`src/rtl/ksl_pkg.sv`:
```
// ============================================================================
// ksl_pkg
// Shared widths, item kinds and result status codes of the keyed slot table.
// ============================================================================
package ksl_pkg;

    localparam int KEY_W  = 32;
    localparam int TIME_W = 32;
    localparam int DUR_W  = 16;
    localparam int KIND_W = 2;
    localparam int STAT_W = 3;
    localparam int OIDX_W = 3;
    localparam int CFG_W  = 8;

    localparam int          SLOT_COUNT_DEF = 8;
    localparam logic [7:0]  WARMUP_RESET   = 8'd5;

    localparam logic [KIND_W-1:0] KIND_SHOW  = 2'd0;
    localparam logic [KIND_W-1:0] KIND_HIDE  = 2'd1;
    localparam logic [KIND_W-1:0] KIND_CLEAR = 2'd2;
    localparam logic [KIND_W-1:0] KIND_TICK  = 2'd3;

    localparam logic [STAT_W-1:0] ST_REUSED  = 3'd0;
    localparam logic [STAT_W-1:0] ST_NEW     = 3'd1;
    localparam logic [STAT_W-1:0] ST_EVICTED = 3'd2;
    localparam logic [STAT_W-1:0] ST_FULL    = 3'd3;
    localparam logic [STAT_W-1:0] ST_WARMUP  = 3'd4;
    localparam logic [STAT_W-1:0] ST_FREED   = 3'd5;
    localparam logic [STAT_W-1:0] ST_NOTHING = 3'd6;

endpackage

```
`src/rtl/ksl_if.sv`:
```
// ============================================================================
// ksl_if
// Request and result channels of the keyed slot table, valid/ready handshake.
// ============================================================================
interface ksl_in_if;
    logic                        valid;
    logic                        ready;
    logic [ksl_pkg::KIND_W-1:0]  kind;
    logic [ksl_pkg::KEY_W-1:0]   client_key;
    logic [ksl_pkg::DUR_W-1:0]   duration;

    modport source (output valid, kind, client_key, duration, input ready);
    modport sink   (input valid, kind, client_key, duration, output ready);
endinterface

interface ksl_out_if;
    logic                        valid;
    logic                        ready;
    logic [ksl_pkg::OIDX_W-1:0]  slot_index;
    logic [ksl_pkg::STAT_W-1:0]  status;
    logic [ksl_pkg::TIME_W-1:0]  expire_time;
    logic                        last;

    modport source (output valid, slot_index, status, expire_time, last, input ready);
    modport sink   (input valid, slot_index, status, expire_time, last, output ready);
endinterface

```
`src/rtl/keyed_slot_table_with_expiry.sv`:
```
// ============================================================================
// keyed_slot_table_with_expiry
// Slot table keyed by client key, with expiry by tick and eviction of the
// earliest expired slot.
// ============================================================================
// Usage:
//   i_in carries one request item (kind, client_key, duration): show, hide,
//   clear all or a one-second tick. o_out returns one or more result items
//   per request (slot_index, status, expire_time, last); last marks the
//   final result of the request. i_cfg_we/i_cfg_data write warmup_ticks.
//   A request is scanned by a token that walks the row of slot cells, one
//   cell per cycle while o_out is not stalled; the token is registered at
//   the input and in each cell, and the final result of an item is offered
//   on o_out from the output register. One request is in flight at a
//   time; the next is taken once the final result of the current one has
//   entered the output register.
//   Freed slots of a hide, clear or tick are reported as the token passes.
//   When the receiver stalls o_out, the token and all slot state hold.
//   Reset (synchronous, active low) empties all slots, sets the time to
//   zero, restarts the warmup and sets warmup_ticks to 5.
// ============================================================================
module keyed_slot_table_with_expiry #(
    parameter int SLOT_COUNT = ksl_pkg::SLOT_COUNT_DEF
) (
    input  logic                       i_clk,
    input  logic                       i_rst_n,
    ksl_in_if.sink                     i_in,
    ksl_out_if.source                  o_out,
    input  logic                       i_cfg_we,
    input  logic [ksl_pkg::CFG_W-1:0]  i_cfg_data
);
    import ksl_pkg::*;

    localparam int IW = (SLOT_COUNT > 1) ? $clog2(SLOT_COUNT) : 1;

    typedef struct packed {
        logic              valid;
        logic [KIND_W-1:0] kind;
        logic [KEY_W-1:0]  key;
        logic [DUR_W-1:0]  dur;
        logic              found_v;
        logic [IW-1:0]     found_idx;
        logic              free_v;
        logic [IW-1:0]     free_idx;
        logic              best_v;
        logic [IW-1:0]     best_idx;
        logic [TIME_W-1:0] best_exp;
        logic              pend_v;
        logic [IW-1:0]     pend_idx;
    } t_tok;

    typedef struct packed {
        logic              en;
        logic [IW-1:0]     idx;
        logic [KEY_W-1:0]  key;
        logic [TIME_W-1:0] exp;
    } t_wr;

    logic [CFG_W-1:0]  r_warmup;
    logic [TIME_W-1:0] r_time;
    logic              r_warming;
    logic              r_busy;
    t_tok              r_tok0;
    t_tok              n_tok0;
    t_tok              tok [0:SLOT_COUNT];
    logic [SLOT_COUNT-1:0] emit;
    t_wr               wr;

    logic              r_o_valid;
    logic [OIDX_W-1:0] r_o_idx;
    logic [STAT_W-1:0] r_o_stat;
    logic [TIME_W-1:0] r_o_exp;
    logic              r_o_last;

    logic              stall;
    logic              accept;
    logic [TIME_W-1:0] n_time;
    logic [TIME_W:0]   exp_sum;
    logic [TIME_W-1:0] show_exp;
    t_tok              fin;
    logic              load;
    logic [IW-1:0]     load_idx;
    logic [IW+2:0]     load_idx_ext;
    logic [STAT_W-1:0] load_stat;
    logic [TIME_W-1:0] load_exp;
    logic              load_last;
    logic              emit_any;
    logic [IW-1:0]     emit_idx;

    assign stall      = r_o_valid && !o_out.ready;
    assign i_in.ready = !r_busy && i_rst_n;
    assign accept     = i_in.valid && i_in.ready;
    assign n_time     = (r_time == '1) ? r_time : r_time + TIME_W'(1);

    assign tok[0] = r_tok0;

    for (genvar g = 0; g < SLOT_COUNT; g++) begin : g_cell
        ksl_cell #(
            .SLOT_COUNT (SLOT_COUNT),
            .CELL_IDX   (g),
            .t_tok      (t_tok),
            .t_wr       (t_wr)
        ) u_cell (
            .i_clk   (i_clk),
            .i_rst_n (i_rst_n),
            .i_stall (stall),
            .i_time  (r_time),
            .i_tok   (tok[g]),
            .i_wr    (wr),
            .o_tok   (tok[g+1]),
            .o_emit  (emit[g])
        );
    end

    // only the cell holding the token can raise emit
    always_comb begin
        emit_any = 1'b0;
        emit_idx = '0;
        for (int i = 0; i < SLOT_COUNT; i++) begin
            emit_any = emit_any | emit[i];
            emit_idx = emit_idx | (emit[i] ? tok[i].pend_idx : '0);
        end
    end

    assign fin      = tok[SLOT_COUNT];
    assign exp_sum  = {1'b0, r_time} + (TIME_W + 1)'(fin.dur);
    assign show_exp = (fin.dur == '0) ? '0 :
                      (exp_sum[TIME_W] ? '1 : exp_sum[TIME_W-1:0]);

    always_comb begin
        load      = 1'b0;
        load_idx  = '0;
        load_stat = ST_NOTHING;
        load_exp  = '0;
        load_last = 1'b0;
        wr.en     = 1'b0;
        wr.idx    = '0;
        wr.key    = fin.key;
        wr.exp    = show_exp;
        if (fin.valid) begin
            load      = 1'b1;
            load_last = 1'b1;
            if (fin.kind == KIND_SHOW) begin
                if (r_warming) begin
                    load_stat = ST_WARMUP;
                end else if (fin.found_v) begin
                    load_stat = ST_REUSED;
                    load_idx  = fin.found_idx;
                end else if (fin.free_v) begin
                    load_stat = ST_NEW;
                    load_idx  = fin.free_idx;
                end else if (fin.best_v) begin
                    load_stat = ST_EVICTED;
                    load_idx  = fin.best_idx;
                end else begin
                    load_stat = ST_FULL;
                end
                if (!r_warming && (fin.found_v || fin.free_v || fin.best_v)) begin
                    load_exp = show_exp;
                    wr.en    = !stall;
                    wr.idx   = load_idx;
                end
            end else if (fin.pend_v) begin
                load_stat = ST_FREED;
                load_idx  = fin.pend_idx;
            end
        end else if (emit_any) begin
            load      = 1'b1;
            load_stat = ST_FREED;
            load_idx  = emit_idx;
        end
    end

    assign load_idx_ext = {3'b000, load_idx};

    always_comb begin
        n_tok0       = '0;
        n_tok0.valid = 1'b1;
        n_tok0.kind  = i_in.kind;
        n_tok0.key   = i_in.client_key;
        n_tok0.dur   = i_in.duration;
    end

    always_ff @(posedge i_clk) begin
        if (!i_rst_n) begin
            r_warmup     <= WARMUP_RESET;
            r_time       <= '0;
            r_warming    <= 1'b1;
            r_busy       <= 1'b0;
            r_tok0.valid <= 1'b0;
            r_o_valid    <= 1'b0;
        end else begin
            if (i_cfg_we) begin
                r_warmup <= i_cfg_data;
            end
            if (accept) begin
                r_busy <= 1'b1;
                r_tok0 <= n_tok0;
                if (i_in.kind == KIND_TICK) begin
                    r_time <= n_time;
                    if (n_time >= TIME_W'(r_warmup)) begin
                        r_warming <= 1'b0;
                    end
                end
            end else if (!stall) begin
                r_tok0.valid <= 1'b0;
            end
            if (!stall) begin
                r_o_valid <= load;
                if (fin.valid) begin
                    r_busy <= 1'b0;
                end
            end
        end
    end

    always_ff @(posedge i_clk) begin
        if (!stall && load) begin
            r_o_idx  <= load_idx_ext[OIDX_W-1:0];
            r_o_stat <= load_stat;
            r_o_exp  <= load_exp;
            r_o_last <= load_last;
        end
    end

    assign o_out.valid       = r_o_valid;
    assign o_out.slot_index  = r_o_idx;
    assign o_out.status      = r_o_stat;
    assign o_out.expire_time = r_o_exp;
    assign o_out.last        = r_o_last;

endmodule

```
`src/rtl/ksl_cell.sv`:
```
// ============================================================================
// ksl_cell
// One slot of the table: holds used/key/expiry, updates the passing scan
// token and hands it to the next cell.
// ============================================================================
module ksl_cell #(
    parameter int  SLOT_COUNT = ksl_pkg::SLOT_COUNT_DEF,
    parameter int  CELL_IDX   = 0,
    parameter type t_tok      = logic,
    parameter type t_wr       = logic
) (
    input  logic                        i_clk,
    input  logic                        i_rst_n,
    input  logic                        i_stall,
    input  logic [ksl_pkg::TIME_W-1:0]  i_time,
    input  t_tok                        i_tok,
    input  t_wr                         i_wr,
    output t_tok                        o_tok,
    output logic                        o_emit
);
    import ksl_pkg::*;

    localparam int IW = (SLOT_COUNT > 1) ? $clog2(SLOT_COUNT) : 1;
    localparam logic [IW-1:0] ME = IW'(CELL_IDX);

    logic              r_used;
    logic [KEY_W-1:0]  r_key;
    logic [TIME_W-1:0] r_exp;
    t_tok              r_tok;
    t_tok              n_tok;

    logic match;
    logic expd;
    logic free_this;

    always_comb begin
        match     = r_used && (r_key == i_tok.key);
        expd      = r_used && (r_exp != '0) && (r_exp <= i_time);
        free_this = 1'b0;
        o_emit    = 1'b0;
        n_tok     = i_tok;
        if (i_tok.valid) begin
            case (i_tok.kind)
                KIND_HIDE:  free_this = match;
                KIND_CLEAR: free_this = r_used;
                KIND_TICK:  free_this = expd;
                default: begin
                    if (match && !i_tok.found_v) begin
                        n_tok.found_v   = 1'b1;
                        n_tok.found_idx = ME;
                    end
                    if (!r_used && !i_tok.free_v) begin
                        n_tok.free_v   = 1'b1;
                        n_tok.free_idx = ME;
                    end
                    if (expd && (!i_tok.best_v || (r_exp < i_tok.best_exp))) begin
                        n_tok.best_v   = 1'b1;
                        n_tok.best_idx = ME;
                        n_tok.best_exp = r_exp;
                    end
                end
            endcase
        end
        // the previous freed slot is sent on once a later one shows up
        if (free_this) begin
            o_emit         = i_tok.pend_v;
            n_tok.pend_v   = 1'b1;
            n_tok.pend_idx = ME;
        end
    end

    always_ff @(posedge i_clk) begin
        if (!i_rst_n) begin
            r_used      <= 1'b0;
            r_tok.valid <= 1'b0;
        end else begin
            if (!i_stall) begin
                r_tok <= n_tok;
            end
            if (i_wr.en && (i_wr.idx == ME)) begin
                r_used <= 1'b1;
            end else if (!i_stall && free_this) begin
                r_used <= 1'b0;
            end
        end
    end

    always_ff @(posedge i_clk) begin
        if (i_wr.en && (i_wr.idx == ME)) begin
            r_key <= i_wr.key;
            r_exp <= i_wr.exp;
        end
    end

    assign o_tok = r_tok;

endmodule

```
`src/flat_wrapper.sv`:
```
// flat-port wrapper written by rule: the top's interface ports become plain ports
module keyed_slot_table_with_expiry_flat import ksl_pkg::*;
#(
    parameter int SLOT_COUNT = ksl_pkg::SLOT_COUNT_DEF
)
  (i_clk, i_rst_n, i_cfg_we, i_cfg_data, i_in_valid, i_in_kind, i_in_client_key, i_in_duration, i_in_ready, o_out_valid, o_out_slot_index, o_out_status, o_out_expire_time, o_out_last, o_out_ready);
  ksl_in_if i_in_i ();
  ksl_out_if o_out_i ();
  input  logic i_clk;
  input  logic i_rst_n;
  input  logic i_cfg_we;
  input  logic [ksl_pkg::CFG_W-1:0] i_cfg_data;
  input wire logic [$bits(i_in_i.valid)-1:0] i_in_valid;
  input wire logic [$bits(i_in_i.kind)-1:0] i_in_kind;
  input wire logic [$bits(i_in_i.client_key)-1:0] i_in_client_key;
  input wire logic [$bits(i_in_i.duration)-1:0] i_in_duration;
  output wire logic [$bits(i_in_i.ready)-1:0] i_in_ready;
  output wire logic [$bits(o_out_i.valid)-1:0] o_out_valid;
  output wire logic [$bits(o_out_i.slot_index)-1:0] o_out_slot_index;
  output wire logic [$bits(o_out_i.status)-1:0] o_out_status;
  output wire logic [$bits(o_out_i.expire_time)-1:0] o_out_expire_time;
  output wire logic [$bits(o_out_i.last)-1:0] o_out_last;
  input wire logic [$bits(o_out_i.ready)-1:0] o_out_ready;
  assign i_in_i.valid = i_in_valid;
  assign i_in_i.kind = i_in_kind;
  assign i_in_i.client_key = i_in_client_key;
  assign i_in_i.duration = i_in_duration;
  assign i_in_ready = i_in_i.ready;
  assign o_out_valid = o_out_i.valid;
  assign o_out_slot_index = o_out_i.slot_index;
  assign o_out_status = o_out_i.status;
  assign o_out_expire_time = o_out_i.expire_time;
  assign o_out_last = o_out_i.last;
  assign o_out_i.ready = o_out_ready;
  keyed_slot_table_with_expiry #(.SLOT_COUNT(SLOT_COUNT)) u_core (.i_clk(i_clk), .i_rst_n(i_rst_n), .i_in(i_in_i), .o_out(o_out_i), .i_cfg_we(i_cfg_we), .i_cfg_data(i_cfg_data));
endmodule
```
`config.mk`:
```
export PLATFORM = sky130hd
export DESIGN_NAME = keyed_slot_table_with_expiry_flat
export DESIGN_NICKNAME = d
export VERILOG_FILES = /design/src/rtl/ksl_pkg.sv /design/src/rtl/ksl_if.sv /design/src/rtl/keyed_slot_table_with_expiry.sv /design/src/rtl/ksl_cell.sv /design/src/flat_wrapper.sv
export SDC_FILE = /design/constraint.sdc
export NUM_CORES = 2
export LEC_CHECK = 0
export BUFFER_PORTS_ARGS = -buffer_cell sky130_fd_sc_hd__buf_2
export CORE_MARGIN = 10
export CORE_UTILIZATION = 30
export CTS_CLUSTER_SIZE = 10
export DETAILED_ROUTE_END_ITERATION = 10
export PLACE_DENSITY = 0.41
export SLEW_MARGIN = 20
export SYNTH_ARGS = -nofsm -noshare
export SYNTH_HDL_FRONTEND = slang
export SYNTH_SLANG_ARGS = --single-unit
```
`constraint.sdc`:
```
create_clock -name i_clk -period 39.4 [get_ports i_clk]
set_input_delay 1.97 -clock i_clk [delete_from_list [all_inputs] [get_ports i_clk]]
set_output_delay 1.97 -clock i_clk [all_outputs]
set_load 0.005 [all_outputs]
```
After elaboration in Yosys (flattened, before gate mapping)

Cells that the tools add are included.

Word-level logic and storage cells: 466
Input port bits: 63
Register bits after elaboration: 1406
Output and inout port bits: 41

Bitwise logic cells: 14
Mux-type cells: 113
Eq/ne operators: 42
Reductions and logical operators: 140
$add $sub $neg: 2
Order comparisons: 16

Operators by type and width:

| cell                                                 | count |
|---|---|
| two-way mux 44 bit                                   | 14 |
| two-way mux 36 bit                                   | 8 |
| equality test 32 bit                                 | 8 |
| <= comparator 32 bit                                 | 8 |
| nonzero test 32 bit                                  | 8 |
| less-than comparator 32 bit                          | 7 |
| two-way mux 32 bit                                   | 3 |
| two-way mux 4 bit                                    | 19 |
| logical AND 1 bit                                    | 66 |
| two-way mux 3 bit                                    | 16 |
| two-way mux 1 bit                                    | 41 |
| equality test 2 bit (second input constant)          | 17 |
| adder 32 x 16 -> 33 bit                              | 1 |
| adder 32 x 1 -> 32 bit (second input constant)       | 1 |
| equality test 32 bit (second input constant)         | 1 |
| >= comparator 32 x 8 -> 1 bit                        | 1 |
| logical NOT 1 bit                                    | 32 |
| case mux 1 bit (3 select lines)                      | 8 |
| OR reduction 3 bit                                   | 7 |
| equality test 2 x 1 -> 1 bit (second input constant) | 8 |
| logical NOT 16 bit                                   | 1 |
| nonzero test 2 bit                                   | 8 |
| bitwise OR 3 bit                                     | 5 |
| equality test 3 bit (second input constant)          | 4 |
| other kinds (13)                                     | 35 |

Logic depth before layout (Yosys ltp)

Depth after elaboration: 15
Depth in mapped cells: 16

Hierarchy

From an unflattened synthesis, not the netlist that was laid out.

Cell total of the unflattened synthesis: 4849
Area, all modules: 68655.8 um^2

By module, submodules not included:

| module                                  | times used | area an instance (um^2) | sequential area each (um^2) | cells an instance |
|---|---|---|---|---|
| ksl_cell at u_core.g_cell[1].u_cell ... | 5          | 7642.3                  | 4904.7                      | 511 |
| ksl_cell at u_core.g_cell[4].u_cell ... | 2          | 7641.1                  | 4904.7                      | 512 |
| ksl_cell at u_core.g_cell[0].u_cell     | 1          | 7641.1                  | 4904.7                      | 511 |
| keyed_slot_table_with_expiry            | 1          | 7521.0                  | 3553.4                      | 759 |

Worst setup path before layout

Ideal clock, no wire load.

Path kind: in2reg
Start point: input i_rst_n
End point: register u_core.g_cell[0].u_cell.r_tok (netlist bit u_core.g_cell[0].u_cell.o_tok[10]) (enable)
Path buffers: 2
Stages: 4
Setup time: 1.835 ns
Arrival time: 32.548 ns
Slack: 5.017 ns
Path through: clkbuf_1 -> inv_2 -> clkbuf_1 -> nor2_1

Word-level cells in the longest chain between the ends: 1

RTL lines:

| item                                 | line               | text |
|---|---|---|
| from (decl)                          | flat_wrapper.sv:10 | `input logic i_rst_n;` |
| AND reduction 2 bit (no source line) | --                 |  |
| to (signal assigned)                 | ksl_cell.sv:78     | `r_tok <= n_tok;` |
| to (decl)                            | ksl_cell.sv:29     | `t_tok r_tok;` |

Every way passes these cells.
A chain may end at the register's enable or synchronous reset.

Final worst setup path

Start point: input i_rst_n
End point: register u_core.g_cell[1].u_cell.r_tok (netlist bit u_core.g_cell[1].u_cell.o_tok[61]) (enable)

Word-level cells in the longest chain between the ends: 1

RTL lines:

| item                                 | line |
|---|---|
| AND reduction 2 bit (no source line) | -- |
| to (signal assigned)                 | ksl_cell.sv:78 |
| to (decl)                            | ksl_cell.sv:29 |

Every way passes these cells.

==> flow_summary.json <==
{
  "cts_setup_buffers": 0,
  "yosys_warnings": 0,
  "worst_slew_pin_slew_ns": 1.327,
  "cts-buffers-inserted": 166,
  "clockRootBuffer": "clkbuf_16",
  "die-area_mm2": 0.2287,
  "drt-initial-drc-count": 2652,
  "grt_pass1_vias": 37020,
  "end_kind": "flip-flop",
  "dr.pass1.iters": 6,
  "yosysTopAreaCell": "edfxtp_1",
  "slew_violations": 0,
  "critPathMaxFanout": 72,
  "final_cells": 7574,
  "rsz0062_at_grt": "no",
  "cts_hold_buf": 0,
  "synth_top_flop_cell": "edfxtp_1",
  "path_class": "in -> reg",
  "cts.sinks": 1385,
  "powerDensity_mw_per_mm2": 44.16,
  "p_leak_nw": 26.34,
  "die_y_um": 478.3,
  "die_w_um": 478.3,
  "gp_congestion": 0.8443,
  "routed_wl_mm": 182.3,
  "port_buffers": 103,
  "critPathLaunchType": "input port",
  "async_flop_share_pct": 0,
  "clock_latency_ns": 0.83,
  "antenna_found_initial": 10,
  "viasPerCell": 4.801,
  "post-route-drc-count": 0,
  "hold_viol": 0,
  "rows": 168,
  "cap_violations": 0,
  "core_mm2": 0.2092,
  "yosysTopAreaCellShare_pct": 63.15,
  "nets": 5237,
  "power_mw": 3.201,
  "cts.reportedPaths.clkPinSlew_ns": 0.05,
  "grt_max_degree": 73,
  "cts_buffer_depth": 3,
  "routedWlPerCell_um": 24.06,
  "clock_skew_ns": 0.06046,
  "ctsResizeCount": 0,
  "num_vias": 36360,
  "dpl.hpwl_mm": 139.0,
  "fmax_mhz": 178.9,
  "synth_edf_count": 1325,
  "period_minus_slack_ns": 5.589,
  "tns_ns": 0,
  "vdd_drop_max_uv": 39.86,
  "setup_viol": 0,
  "ios": 104,
  "syn-cell-area_mm2": 0.06301,
  "crit_required_ns": 39.83,
  "synth_nets": 4939,
  "yosysSeqAreaShare_pct": 65.06,
  "ys_types": 79,
  "status": "finished clean",
  "holdWs_ns": 0.4002,
  "final_cell_mix": "edfxtp_1, ha_1, inv_1, a21oi_1, nor2_1",
  "synth-seq-cells": 1385,
  "synthCells": 4373,
  "tritoncts": "yes",
  "grt_pass1_wl_mm": 263.0,
  "final_common_cell": "edfxtp_1",
  "avgSynthCellArea_um2": 14.41,
  "start_util_pct": 30.12,
  "grt_use_total_pct": 15.58,
  "dp_cells": 7308,
  "drive_gt1_share_pct": 13.74,
  "fin_crit_sh_pct": 14.18,
  "worst_hold_path_type": "reg -> reg",
  "max_slew_margin_pct": 10.84,
  "worst-endpoint-arrival_ns": 6.02,
  "postRouteAntennaNets": 0,
  "grt-ovfl-total": 0,
  "areaGrowthSynthToFinish_pct": 15.06,
  "htreeDepth": 4,
  "synthTopCellsByArea": "edfxtp_1, ha_1, mux2_2"
}
## critical path, stage by stage
cell    delay [ns]
buf_2         0.24
inv_2         0.05
buf_4         0.33
nor2_4        0.74
buf_4         0.85
buf_4         0.82
buf_4         0.77
## cell type report
cell class	instances	area, µm²
inverters	294	1104
well taps	2805	3510
fillers	20250	136700
multi-input cells	2637	20800
repair buffers	187	1199
clock inverters	34	476.7
diodes	10	25.02
clock buffers	222	4395
flip-flops and latches	1385	40990
## cells by family after synthesis
group	Yosys count	synth area share [%]
muxes	207	3.839
xor gates and xnor gates	313	4.351
adders and majority gates	503	10.00
and+or+nand+nor	1027	8.597
buffers and inverters	351	2.188
DFF	1385	65.06
AOI/OAI and AO/OA	587	5.968
## sequential cells by signal, indices dropped and copies added (netlist names), 8 cells and up
name and cells:
u_core.r_warmup 8, u_core.g_cell.u_cell.r_used 8, u_core.g_cell.u_cell.r_exp 256, u_core.g_cell.u_cell.o_tok 732, u_core.r_tok0 51, u_core.o_out.expire_time 32
u_core.g_cell.u_cell.r_key 256, u_core.r_time 32
## where the power goes
group | internal (mW) | switching (mW)
sequential | 1.66 | 0.0316
combinational | 0.0369 | 0.0595
clock | 0.800 | 0.612
## synthesized netlist by cell type, types with 38 or more instances
master	instances
xor2_1	140
dfxtp_1	60
nor4_1	133
a21oi_1	204
nor3_1	61
inv_1	292
nand2b_1	43
nand2_1	169
xnor2_1	173
nand3_1	73
mux2_2	165
nor2b_1	38
and2_1	46
edfxtp_1	1325
ha_1	502
a21o_1	113
clkbuf_1	38
nand4_1	151
o21ai_0	98
nor2_1	208
## metal layers
layer  global-route usage (%)  up-vias  wire, µm
li1                         -    17210         -
met2                    24.86      712     83220
met3                    2.121      243      6335
met4                    4.874        0      5172
met5                        0        -         0
met1                    21.92    18190     87530
## metrics by stage
step,area (µm²),utilization (%),setup WS [ns]
floorplan,63010,-,5.017
global placement,67460,32.26,32.93
detailed placement,67580,32.31,32.87
CTS,72460,34.64,33.78
global route,72480,34.65,33.49
finish,72490,34.66,33.81
## worst paths after layout
kind | slack [ns] | cells past startpoint | start | to
worst min register to register | 0.40 | 0 | u_core.g_cell[6].u_cell.o_tok[49]$_DFFE_PP_ | u_core.g_cell[7].u_cell.o_tok[49]$_DFFE_PP_
worst min-delay path | 0.40 | 0 | u_core.g_cell[6].u_cell.o_tok[49]$_DFFE_PP_ | u_core.g_cell[7].u_cell.o_tok[49]$_DFFE_PP_
worst max-delay path | 33.81 | 7 | i_rst_n | u_core.g_cell[1].u_cell.o_tok[61]$_DFFE_PP_
worst max register to register | 33.87 | 11 | u_core.r_time[16]$_SDFFE_PN0P_ | u_core.o_out.expire_time[30]$_SDFFCE_PN0P_
Power figures use the tool's default switching activity.
